`config.mk`:
```
export PLATFORM = sky130hd
export DESIGN_NAME = page_frame_lru_manager_flat
export DESIGN_NICKNAME = d
export VERILOG_FILES = /design/src/pflm_pkg.sv /design/src/pflm_if.sv /design/src/page_frame_lru_manager.sv /design/src/pflm_front.sv /design/src/pflm_back.sv /design/src/flat_wrapper.sv
export SDC_FILE = /design/constraint.sdc
export NUM_CORES = 2
export LEC_CHECK = 0
export BUFFER_PORTS_ARGS = -buffer_cell sky130_fd_sc_hd__buf_2
export CAP_MARGIN = 10
export CORE_UTILIZATION = 44
export DETAILED_ROUTE_END_ITERATION = 7
export PLACE_DENSITY = 0.67
export SLEW_MARGIN = 25
export SYNTH_ARGS = -nofsm -noshare
export SYNTH_HDL_FRONTEND = slang
export SYNTH_HIERARCHICAL = 1
export SYNTH_SLANG_ARGS = --single-unit
```
`constraint.sdc`:
```
create_clock -name i_clk -period 10.4 [get_ports i_clk]
set_clock_uncertainty 0.05 [all_clocks]
set_input_delay 0.52 -clock i_clk [delete_from_list [all_inputs] [get_ports i_clk]]
set_output_delay 0.52 -clock i_clk [all_outputs]
set_load 0.02 [all_outputs]
```
`src/pflm_pkg.sv`:
```
`default_nettype none
// ----------------------------------------------------------------------------
// pflm_pkg: shared types and codes of the page frame LRU manager
// Request and result codes, payload structs and the front-to-back command.
// ----------------------------------------------------------------------------
package pflm_pkg;

    localparam int PAGE_W = 32;
    localparam int TYPE_W = 3;
    localparam int ACT_W  = 3;
    localparam int FRM_W  = 4;
    localparam int PIN_W  = 16;
    localparam int TIME_W = 32;

    typedef enum logic [TYPE_W-1:0] {
        REQ_GET   = 3'd0,
        REQ_PIN   = 3'd1,
        REQ_UNPIN = 3'd2,
        REQ_DIRTY = 3'd3,
        REQ_FLUSH = 3'd4
    } t_req;

    typedef enum logic [ACT_W-1:0] {
        ACT_HIT    = 3'd0,
        ACT_FILL   = 3'd1,
        ACT_WB     = 3'd2,
        ACT_FAIL   = 3'd3,
        ACT_APPLY  = 3'd4,
        ACT_ABSENT = 3'd5,
        ACT_FDONE  = 3'd6
    } t_act;

    typedef struct packed {
        logic [TYPE_W-1:0] req_type;
        logic [PAGE_W-1:0] page_id;
    } t_in;

    typedef struct packed {
        logic [ACT_W-1:0]  action;
        logic [FRM_W-1:0]  frame;
        logic [PAGE_W-1:0] page_number;
        logic              last;
    } t_out;

    typedef enum logic [2:0] {
        ST_IDLE,
        ST_LOOK,
        ST_SEARCH,
        ST_WB,
        ST_FILL,
        ST_FLUSH,
        ST_ONE
    } t_state;

endpackage
`default_nettype wire

```
`src/pflm_if.sv`:
```
`default_nettype none
// ----------------------------------------------------------------------------
// pflm_if: valid/ready channel carrying one packed payload
// Used for the request, the internal queue and the result channels.
// ----------------------------------------------------------------------------
interface pflm_if #(
    parameter int W = 35
);
    logic         valid;
    logic         ready;
    logic [W-1:0] data;

    modport source (output valid, output data, input ready);
    modport sink   (input valid, input data, output ready);
endinterface
`default_nettype wire

```
`src/page_frame_lru_manager.sv`:
```
`default_nettype none
// ----------------------------------------------------------------------------
// page_frame_lru_manager: page cache frame directory with LRU and pinning
// Requests arrive on i_req (req_type, page_id) and results leave on o_res
// (action, frame, page_number, last), both valid/ready channels.
// A front stage drops unknown request types and queues up to two requests;
// the back stage executes one request at a time. A get that must replace
// scans all FRAMES frames one per cycle for the oldest unpinned frame. A
// flush visits every frame and emits a writeback for each dirty one. The
// result register holds a result while o_res stalls and the back stage
// then waits; the queue keeps taking requests until full. Reset empties
// all frames, clears pin counts, use times and the use clock.
// ----------------------------------------------------------------------------
module page_frame_lru_manager #(
    parameter int FRAMES = 16
) (
    input  wire logic i_clk,
    input  wire logic i_rst_n,
    pflm_if.sink      i_req,
    pflm_if.source    o_res
);
    import pflm_pkg::*;

    pflm_if #(.W($bits(t_in))) w_cmd ();

    pflm_front u_front (
        .i_clk   (i_clk),
        .i_rst_n (i_rst_n),
        .i_req   (i_req),
        .o_cmd   (w_cmd)
    );

    pflm_back #(.FRAMES(FRAMES)) u_back (
        .i_clk   (i_clk),
        .i_rst_n (i_rst_n),
        .i_cmd   (w_cmd),
        .o_res   (o_res)
    );

`ifndef SYNTHESIS
    a_hold: assert property (@(posedge i_clk) disable iff (!i_rst_n)
        o_res.valid && !o_res.ready |=> o_res.valid && $stable(o_res.data))
        else $error("result changed while stalled");
    a_cmd_hold: assert property (@(posedge i_clk) disable iff (!i_rst_n)
        w_cmd.valid && !w_cmd.ready |=> w_cmd.valid)
        else $error("queued request lost");
`endif
endmodule
`default_nettype wire

```
`src/pflm_front.sv`:
```
`default_nettype none
// ----------------------------------------------------------------------------
// pflm_front: request intake and classification
// Drops unknown request types and pushes the rest into a two-entry queue.
// ----------------------------------------------------------------------------
module pflm_front (
    input  wire logic i_clk,
    input  wire logic i_rst_n,
    pflm_if.sink      i_req,
    pflm_if.source    o_cmd
);
    import pflm_pkg::*;

    t_in        w_in;
    logic       w_known;
    logic [1:0] r_cnt;
    logic       r_wp;
    logic       r_rp;
    t_in        r_q [2];
    logic       w_push;
    logic       w_pop;

    assign w_in    = t_in'(i_req.data);
    assign w_known = (w_in.req_type <= TYPE_W'(REQ_FLUSH));
    assign i_req.ready = (r_cnt != 2'd2);
    assign w_push  = i_req.valid && i_req.ready && w_known;
    assign w_pop   = o_cmd.valid && o_cmd.ready;
    assign o_cmd.valid = (r_cnt != 2'd0);
    assign o_cmd.data  = r_q[r_rp];

    always_ff @(posedge i_clk) begin
        if (!i_rst_n) begin
            r_cnt <= 2'd0;
            r_wp  <= 1'b0;
            r_rp  <= 1'b0;
        end else begin
            if (w_push) r_wp <= ~r_wp;
            if (w_pop)  r_rp <= ~r_rp;
            r_cnt <= r_cnt + {1'b0, w_push} - {1'b0, w_pop};
        end
    end

    always_ff @(posedge i_clk) begin
        if (w_push) r_q[r_wp] <= w_in;
    end
endmodule
`default_nettype wire

```
`src/pflm_back.sv`:
```
`default_nettype none
// ----------------------------------------------------------------------------
// pflm_back: frame directory and request execution
// Looks up pages, runs the victim search one frame a cycle, walks the frames
// for a flush and drives a registered result stage.
// ----------------------------------------------------------------------------
module pflm_back #(
    parameter int FRAMES = 16
) (
    input  wire logic i_clk,
    input  wire logic i_rst_n,
    pflm_if.sink      i_cmd,
    pflm_if.source    o_res
);
    import pflm_pkg::*;

    localparam int IW = (FRAMES > 1) ? $clog2(FRAMES) : 1;

    logic [FRAMES-1:0] r_valid;
    logic [FRAMES-1:0] r_dirty;
    logic [PAGE_W-1:0] r_page [FRAMES];
    logic [PIN_W-1:0]  r_pins [FRAMES];
    logic [TIME_W-1:0] r_time [FRAMES];
    logic [TIME_W-1:0] r_clock;

    t_state r_st, n_st;
    t_in    r_cur;
    logic [IW-1:0] r_idx;
    logic [IW-1:0] r_slot;
    logic          r_found;
    logic [IW-1:0] r_best;
    logic          r_has;
    logic          r_ov;
    t_out          r_out;

    logic [FRAMES-1:0] w_match;
    logic [FRAMES-1:0] w_empty;
    logic          w_hit;
    logic [IW-1:0] w_hit_idx;
    logic          w_free;
    logic [IW-1:0] w_free_idx;
    logic          w_out_free;
    logic          w_last_idx;
    logic          w_better;
    logic [IW-1:0] w_vic;
    t_out          w_emit;
    logic          w_emit_v;
    t_in           w_cmd_in;

    assign w_cmd_in    = t_in'(i_cmd.data);
    assign w_out_free = !r_ov || o_res.ready;
    assign o_res.valid = r_ov;
    assign o_res.data  = r_out;
    assign i_cmd.ready = (r_st == ST_IDLE);
    assign w_last_idx  = (r_idx == IW'(FRAMES - 1));

    always_comb begin
        w_hit = 1'b0;
        w_hit_idx = '0;
        w_free = 1'b0;
        w_free_idx = '0;
        for (int i = FRAMES - 1; i >= 0; i--) begin
            w_match[i] = r_valid[i] && (r_page[i] == r_cur.page_id);
            w_empty[i] = !r_valid[i];
            if (w_match[i]) begin
                w_hit = 1'b1;
                w_hit_idx = IW'(i);
            end
            if (w_empty[i]) begin
                w_free = 1'b1;
                w_free_idx = IW'(i);
            end
        end
    end

    assign w_better = (r_pins[r_idx] == '0) &&
                      (!r_has || (r_time[r_idx] < r_time[r_best]));
    assign w_vic = w_better ? r_idx : r_best;

    always_comb begin
        n_st = r_st;
        unique case (r_st)
            ST_IDLE:   if (i_cmd.valid) n_st = ST_LOOK;
            ST_LOOK: begin
                if (w_out_free) begin
                    priority if (r_cur.req_type == TYPE_W'(REQ_FLUSH)) n_st = ST_FLUSH;
                    else if (r_cur.req_type != TYPE_W'(REQ_GET) || w_hit) n_st = ST_IDLE;
                    else if (w_free) n_st = ST_FILL;
                    else n_st = ST_SEARCH;
                end
            end
            ST_SEARCH: begin
                if (w_last_idx) begin
                    priority if (!(w_better || r_has)) n_st = ST_ONE;
                    else if (r_dirty[w_vic]) n_st = ST_WB;
                    else n_st = ST_FILL;
                end
            end
            ST_WB:     if (w_out_free) n_st = ST_FILL;
            ST_FILL:   if (w_out_free) n_st = ST_IDLE;
            ST_ONE:    if (w_out_free) n_st = ST_IDLE;
            ST_FLUSH:  if (w_out_free && w_last_idx && !(r_valid[r_idx] && r_dirty[r_idx]))
                           n_st = ST_ONE;
            default:   n_st = ST_IDLE;
        endcase
    end

    always_comb begin
        w_emit_v = 1'b0;
        w_emit = '0;
        unique case (r_st)
            ST_LOOK: begin
                if (r_cur.req_type == TYPE_W'(REQ_GET)) begin
                    if (w_hit) begin
                        w_emit_v = 1'b1;
                        w_emit.action = ACT_W'(ACT_HIT);
                        w_emit.frame = FRM_W'(w_hit_idx);
                        w_emit.last = 1'b1;
                    end
                end else if (r_cur.req_type != TYPE_W'(REQ_FLUSH)) begin
                    w_emit_v = 1'b1;
                    w_emit.last = 1'b1;
                    w_emit.action = w_hit ? ACT_W'(ACT_APPLY) : ACT_W'(ACT_ABSENT);
                    w_emit.frame = w_hit ? FRM_W'(w_hit_idx) : '0;
                end
            end
            ST_WB: begin
                w_emit_v = 1'b1;
                w_emit.action = ACT_W'(ACT_WB);
                w_emit.frame = FRM_W'(r_slot);
                w_emit.page_number = r_page[r_slot];
            end
            ST_FILL: begin
                w_emit_v = 1'b1;
                w_emit.action = ACT_W'(ACT_FILL);
                w_emit.frame = FRM_W'(r_slot);
                w_emit.page_number = r_cur.page_id;
                w_emit.last = 1'b1;
            end
            ST_FLUSH: begin
                if (r_valid[r_idx] && r_dirty[r_idx]) begin
                    w_emit_v = 1'b1;
                    w_emit.action = ACT_W'(ACT_WB);
                    w_emit.frame = FRM_W'(r_idx);
                    w_emit.page_number = r_page[r_idx];
                end
            end
            ST_ONE: begin
                w_emit_v = 1'b1;
                w_emit.last = 1'b1;
                w_emit.action = r_found ? ACT_W'(ACT_FDONE) : ACT_W'(ACT_FAIL);
            end
            default: w_emit_v = 1'b0;
        endcase
    end

    always_ff @(posedge i_clk) begin
        if (!i_rst_n) begin
            r_st    <= ST_IDLE;
            r_ov    <= 1'b0;
            r_valid <= '0;
            r_dirty <= '0;
            r_clock <= '0;
            r_has   <= 1'b0;
            r_found <= 1'b0;
            r_idx   <= '0;
            for (int i = 0; i < FRAMES; i++) begin
                r_pins[i] <= '0;
                r_time[i] <= '0;
            end
        end else begin
            r_st <= n_st;
            if (w_emit_v && w_out_free) begin
                r_ov <= 1'b1;
                r_out <= w_emit;
            end else if (o_res.ready) begin
                r_ov <= 1'b0;
            end
            unique case (r_st)
                ST_IDLE: begin
                    if (i_cmd.valid) begin
                        r_cur <= w_cmd_in;
                        if (w_cmd_in.req_type == TYPE_W'(REQ_GET))
                            r_clock <= r_clock + TIME_W'(1);
                    end
                    r_idx <= '0;
                    r_has <= 1'b0;
                end
                ST_LOOK: begin
                    if (w_out_free) begin
                        r_found <= (r_cur.req_type == TYPE_W'(REQ_FLUSH));
                        r_slot <= w_free_idx;
                        if (w_hit) begin
                            unique case (r_cur.req_type)
                                TYPE_W'(REQ_GET): begin
                                    r_time[w_hit_idx] <= r_clock;
                                    if (r_pins[w_hit_idx] != '1)
                                        r_pins[w_hit_idx] <= r_pins[w_hit_idx] + PIN_W'(1);
                                end
                                TYPE_W'(REQ_PIN): begin
                                    if (r_pins[w_hit_idx] != '1)
                                        r_pins[w_hit_idx] <= r_pins[w_hit_idx] + PIN_W'(1);
                                end
                                TYPE_W'(REQ_UNPIN): begin
                                    if (r_pins[w_hit_idx] != '0)
                                        r_pins[w_hit_idx] <= r_pins[w_hit_idx] - PIN_W'(1);
                                end
                                TYPE_W'(REQ_DIRTY): r_dirty[w_hit_idx] <= 1'b1;
                                default: ;
                            endcase
                        end
                    end
                end
                ST_SEARCH: begin
                    if (w_better) begin
                        r_best <= r_idx;
                        r_has <= 1'b1;
                    end
                    r_slot <= w_vic;
                    r_idx <= r_idx + IW'(1);
                end
                ST_FILL: begin
                    if (w_out_free) begin
                        r_valid[r_slot] <= 1'b1;
                        r_dirty[r_slot] <= 1'b0;
                        r_page[r_slot] <= r_cur.page_id;
                        r_pins[r_slot] <= PIN_W'(1);
                        r_time[r_slot] <= r_clock;
                    end
                end
                ST_FLUSH: begin
                    if (w_out_free) begin
                        r_dirty[r_idx] <= 1'b0;
                        if (!(r_valid[r_idx] && r_dirty[r_idx]))
                            r_idx <= r_idx + IW'(1);
                    end
                end
                default: r_found <= r_found;
            endcase
        end
    end
endmodule
`default_nettype wire

```
`src/flat_wrapper.sv`:
```
// flat-port wrapper written by rule: the top's interface ports become plain ports
module page_frame_lru_manager_flat import pflm_pkg::*;
#(
    parameter int FRAMES = 16
)
  (i_clk, i_rst_n, i_req_valid, i_req_data, i_req_ready, o_res_valid, o_res_data, o_res_ready);
  pflm_if #(.W(35)) i_req_i ();
  pflm_if #(.W(40)) o_res_i ();
  input  wire logic i_clk;
  input  wire logic i_rst_n;
  input wire logic [$bits(i_req_i.valid)-1:0] i_req_valid;
  input wire logic [$bits(i_req_i.data)-1:0] i_req_data;
  output wire logic [$bits(i_req_i.ready)-1:0] i_req_ready;
  output wire logic [$bits(o_res_i.valid)-1:0] o_res_valid;
  output wire logic [$bits(o_res_i.data)-1:0] o_res_data;
  input wire logic [$bits(o_res_i.ready)-1:0] o_res_ready;
  assign i_req_i.valid = i_req_valid;
  assign i_req_i.data = i_req_data;
  assign i_req_ready = i_req_i.ready;
  assign o_res_valid = o_res_i.valid;
  assign o_res_data = o_res_i.data;
  assign o_res_i.ready = o_res_ready;
  page_frame_lru_manager #(.FRAMES(FRAMES)) u_core (.i_clk(i_clk), .i_rst_n(i_rst_n), .i_req(i_req_i), .o_res(o_res_i));
endmodule
```
==> results list <==
- In this run the clock root is driven by a sky130_fd_sc_hd__clkbuf_16.
- Maximum resistive drop on vdd: approximately 0.16 mV
- For the pin with the worst max-slew slack, the measured transition is 1.06 ns.
* Reg-to-reg startpoint: u_core/u_back/r_cur[0]
- Across the run, the number of max-cap violations was 0.
- For the final routed database, the setup TNS stands at 0 ns.
- Number of ports placed on the die boundary: roughly 80
- The run finished with clean final reports.
* Area used by multi-input combinational logic: 0.0358 mm²
* Number of CTS-inserted buffers: roughly 170
- Clock buffer depth: 3
- Nets@finish: 5893
- In this run the worst path has a maximum fanout of 32.
* Switching power total: between 4000 and 5000 µW
* Number of failing setup endpoints in the final timing report: 0
- The smallest clock period supported by the final layout is computed as ~9.4 ns.
- The routed layout has roughly 57000 vias.
- Period utilisation layout: 0.903
* Total placed cells including tap cells: just over 8000
* P_int: roughly 12000 µW
- Counting distinct cell types in the post-synthesis netlist gives 93.
- Number of clock sinks: 1524
- Critical path arrival: about 9.9 ns
- Global routing finished with a remaining overflow of 0.
- Critical path's most frequent cell: sky130_fd_sc_hd__buf_4
* Non-Filler Instances: between 8000 and 9000
* Kind of end point of the critical path: register
* Power density over cell area: 178 mW/mm²
- Pin count of the biggest net entering global routing: 95
* Routed WL per cell: between 30 and 40 µm
* Part of the power in combinational logic: 0.180
* Growth of design area from synthesis to finish: 11.5%
- Setup repair after global routing left no endpoint under its margin.
- Final design instance area without fill: ~0.092 mm²
* Share of total power consumed by net switching: 0.288
* # H-tree levels: 4
* Commonest non-fill, non-tap cell in the layout: sky130_fd_sc_hd__edfxtp_1
* Max Transition Viols Final: 0
* Master of the slowest instance on the critical path: sky130_fd_sc_hd__edfxtp_1
- Async S/R FF share, synth: 0
- Fillcell total: 15818
* Max-slew headroom: 0.287
- Number of core rows: around 160
- Of the total power, registers draw 0.446.
* Commonest cells after routing, fill and taps aside: sky130_fd_sc_hd__edfxtp_1, sky130_fd_sc_hd__mux4_2, sky130_fd_sc_hd__and2_1
- Ys flop type: sky130_fd_sc_hd__edfxtp_1
- Cell count after synthesis: slightly below 6000
* Number of remaining DRC errors: 0
* Category of the worst setup path launch point: register
* Clock power share: 0.373
* Die Outline Area: roughly 0.19 mm²
- Via count of the first global-routing pass: roughly 54000
* Number of antenna violations at the first check in global routing: 19
- Across every metal layer, demand over resource in global routing totals 0.315.
- The first global-routing pass estimated ~420 mm of wire.
- Clock-pin slew was measured on the worst setup and hold paths at approximately 0.060 ns.
- Across the whole layout, storage elements account for around 0.045 mm².
* Number of enable-type register cells in the synthesized netlist: 1433
- For this run, the number of Yosys warnings is 6.
* Synthesized netlist net count: 5865
- Dpl hpwl: around 210 mm
* Proportion of synthesized chip area in sequential cells: 0.544
- In this run the static leakage power is between 0.03 and 0.04 µW.
- Vias/cell: a little under 7
* Initial DRC Count: between 8000 and 9000
- The count of buffers added on input and output ports is 80.
* Clock insertion delay at the later pin of the skew report: approximately 0.86 ns
* Worst hold start: i_rst_n
- The critical path starts at u_core/u_back/r_cur[0].
* Antenna-violating nets left: 0
* Maximum achievable frequency: 0.107 GHz
- Mean Syn Cell Area: 14.3 µm²
- After synthesis the netlist holds a flip-flop and latch count of around 1500.
- For this block, the routed nets add up to slightly above 300 mm of wire.
- In this run the vertical extent of the chip is roughly 440 µm.
* Weighted congestion at the end of routability-driven global placement: 1.05
* Required time of the worst setup path: 10.88 ns
- At the end of the flow the core is filled with cells to 0.495.
* Placeable core region: 0.186 mm²
* Hold crit path type: input port to register
- TritonCTS built the clock tree.
* Fraction of layout instances using a drive strength above 1: 0.224
- Largest stage delay, worst path: ~0.97 ns
- Synthesized area: between 0.08 and 0.09 mm²
- After detailed placement, the total cell area comes to about 0.086 mm².
- Initial cell density of the core: 0.444
* Critical path start-end classification: register to register
- In this run the horizontal extent of the chip is ~440 µm.
* Final hold violation count: 0
* DR pass1 iterations: 6
timing repair:
| item | in CTS | in global routing |
|---|---|---|
| resized for setup | 0 | 0 |
| hold buffers | 35 | 0 |
| hold endpoints to repair | 70 | 0 |
| buffers inserted | 0 | 0 |
| endpoints found under the setup margin | 0 | 0 |
cell type report:
class / count / share of cell area
Antenna cell: 5 / 0.000136
Timing Repair Buffer: 303 / 0.0254
Clock buffer: 213 / 0.0490
Clock inverter: 96 / 0.0119
Multi-Input combinational cell: 3723 / 0.389
Inverter: 80 / 0.00326
Sequential cell: 1524 / 0.488
Tap cell: 2480 / 0.0337
kinds of logic after synthesis:
group	Yosys count	share of synthesized area
AND/OR/NAND/NOR	1907	0.127
flip-flops	1524	0.544
multiplexers	778	0.194
XOR/XNOR	551	0.0586
buffers and inverters	526	0.0288
AO/OA/AOI/OAI	434	0.0402
adder cells (fa/ha/maj)	53	0.00813
synthesized netlist by cell type (8+ instances only):
cell type / instances / area share
sky130_fd_sc_hd__o211ai_4: 16 / 0.0041
sky130_fd_sc_hd__nand2_1: 242 / 0.011
sky130_fd_sc_hd__dfxtp_1: 91 / 0.022
sky130_fd_sc_hd__xnor2_1: 213 / 0.023
sky130_fd_sc_hd__nand3_1: 91 / 0.0055
sky130_fd_sc_hd__a21o_1: 41 / 0.0037
sky130_fd_sc_hd__o21ai_0: 102 / 0.0062
sky130_fd_sc_hd__xor2_1: 337 / 0.036
sky130_fd_sc_hd__nor2_1: 352 / 0.016
sky130_fd_sc_hd__a21oi_1: 49 / 0.0030
sky130_fd_sc_hd__ha_1: 52 / 0.0079
sky130_fd_sc_hd__buf_4: 22 / 0.0020
sky130_fd_sc_hd__a2111oi_0: 23 / 0.0024
sky130_fd_sc_hd__nor4b_1: 31 / 0.0033
sky130_fd_sc_hd__o22ai_1: 10 / 0.00076
sky130_fd_sc_hd__and4_1: 11 / 0.0012
sky130_fd_sc_hd__and3_1: 37 / 0.0028
sky130_fd_sc_hd__buf_1: 52 / 0.0024
sky130_fd_sc_hd__buf_6: 25 / 0.0034
sky130_fd_sc_hd__buf_2: 68 / 0.0041
sky130_fd_sc_hd__clkbuf_1: 276 / 0.013
sky130_fd_sc_hd__or3_1: 22 / 0.0017
sky130_fd_sc_hd__a31oi_1: 20 / 0.0015
sky130_fd_sc_hd__mux2i_1: 83 / 0.010
sky130_fd_sc_hd__nor4_1: 208 / 0.016
sky130_fd_sc_hd__a221o_1: 35 / 0.0042
sky130_fd_sc_hd__a32oi_1: 20 / 0.0021
sky130_fd_sc_hd__nand2b_1: 16 / 0.0012
sky130_fd_sc_hd__edfxtp_1: 1433 / 0.52
sky130_fd_sc_hd__mux4_2: 642 / 0.18
sky130_fd_sc_hd__nor3_1: 105 / 0.0064
sky130_fd_sc_hd__mux2_2: 21 / 0.0029
sky130_fd_sc_hd__mux2_4: 30 / 0.0055
sky130_fd_sc_hd__and2_1: 540 / 0.041
sky130_fd_sc_hd__a21boi_0: 28 / 0.0025
sky130_fd_sc_hd__o21a_1: 8 / 0.00073
sky130_fd_sc_hd__or4_1: 20 / 0.0018
sky130_fd_sc_hd__nand4_1: 125 / 0.0095
sky130_fd_sc_hd__nand4b_1: 17 / 0.0018
sky130_fd_sc_hd__nor2b_1: 49 / 0.0037
sky130_fd_sc_hd__inv_1: 76 / 0.0035
per-stage QoR:
step                      total power [µW]  worst slack (ns)  hold slack (ns)
after floorplan                       9200              2.72            0.401
after global placement               10300              1.55            0.430
after detailed placement             10300              1.58            0.446
after CTS                            16400              1.48           0.0483
after global routing                 16700             0.816           0.0828
final                                16400              1.01           0.0912
routing by layer:
| layer | up-vias | GRT usage | share of wire |
|---|---|---|---|
| met3 | 717 | 0.0881 | 0.13 |
| met1 | 29104 | 0.422 | 0.37 |
| met2 | 4284 | 0.474 | 0.44 |
| li1 | 22576 | - | - |
| met5 | - | 0 | 0.00029 |
| met4 | 12 | 0.152 | 0.058 |
power by group through the flow:
stage               clock [µW]  combinational (µW)  sequential, µW
CTS                       6170                2890            7300
global route              6380                3030            7330
global placement             0                2860            7410
detailed placement           0                2870            7420
finish                    6110                2950            7300
floorplan                    0                1890            7310
sequential cells by signal, indices dropped and copies added (netlist names), 2 cells and up, named ones only:
register / count
u_core/u_back/o_res.data: 40
u_core/u_back/r_best: 4
u_core/u_back/r_clock: 32
u_core/u_back/r_cur: 35
u_core/u_back/r_dirty: 16
u_core/u_back/r_idx: 4
u_core/u_back/r_page: 512
u_core/u_back/r_pins: 256
u_core/u_back/r_slot: 4
u_core/u_back/r_st: 3
u_core/u_back/r_time: 512
u_core/u_back/r_valid: 16
u_core/u_front/r_cnt: 2
u_core/u_front/r_q: 70
worst max-delay path, delay by kind of cell (launching register included):
family          cells  cell delay (ns)
simple gates       12             2.35
xor+xnor            2             0.29
compound gates      9             3.47
buf+inv             5             1.53
flops               1             0.97
fa+ha+maj           1             0.38
final timing paths:
path | end | depth (start not counted) | slack [ns]
setup / recovery | u_core/u_back/r_pins[7][15] | 29 | 1.01
setup reg to reg | u_core/u_back/r_pins[7][15] | 29 | 1.01
hold / removal | register | 2 | 0.09
hold reg to reg | u_core/u_back/r_dirty[10] | 2 | 0.46
Power figures use the tool's default switching activity.
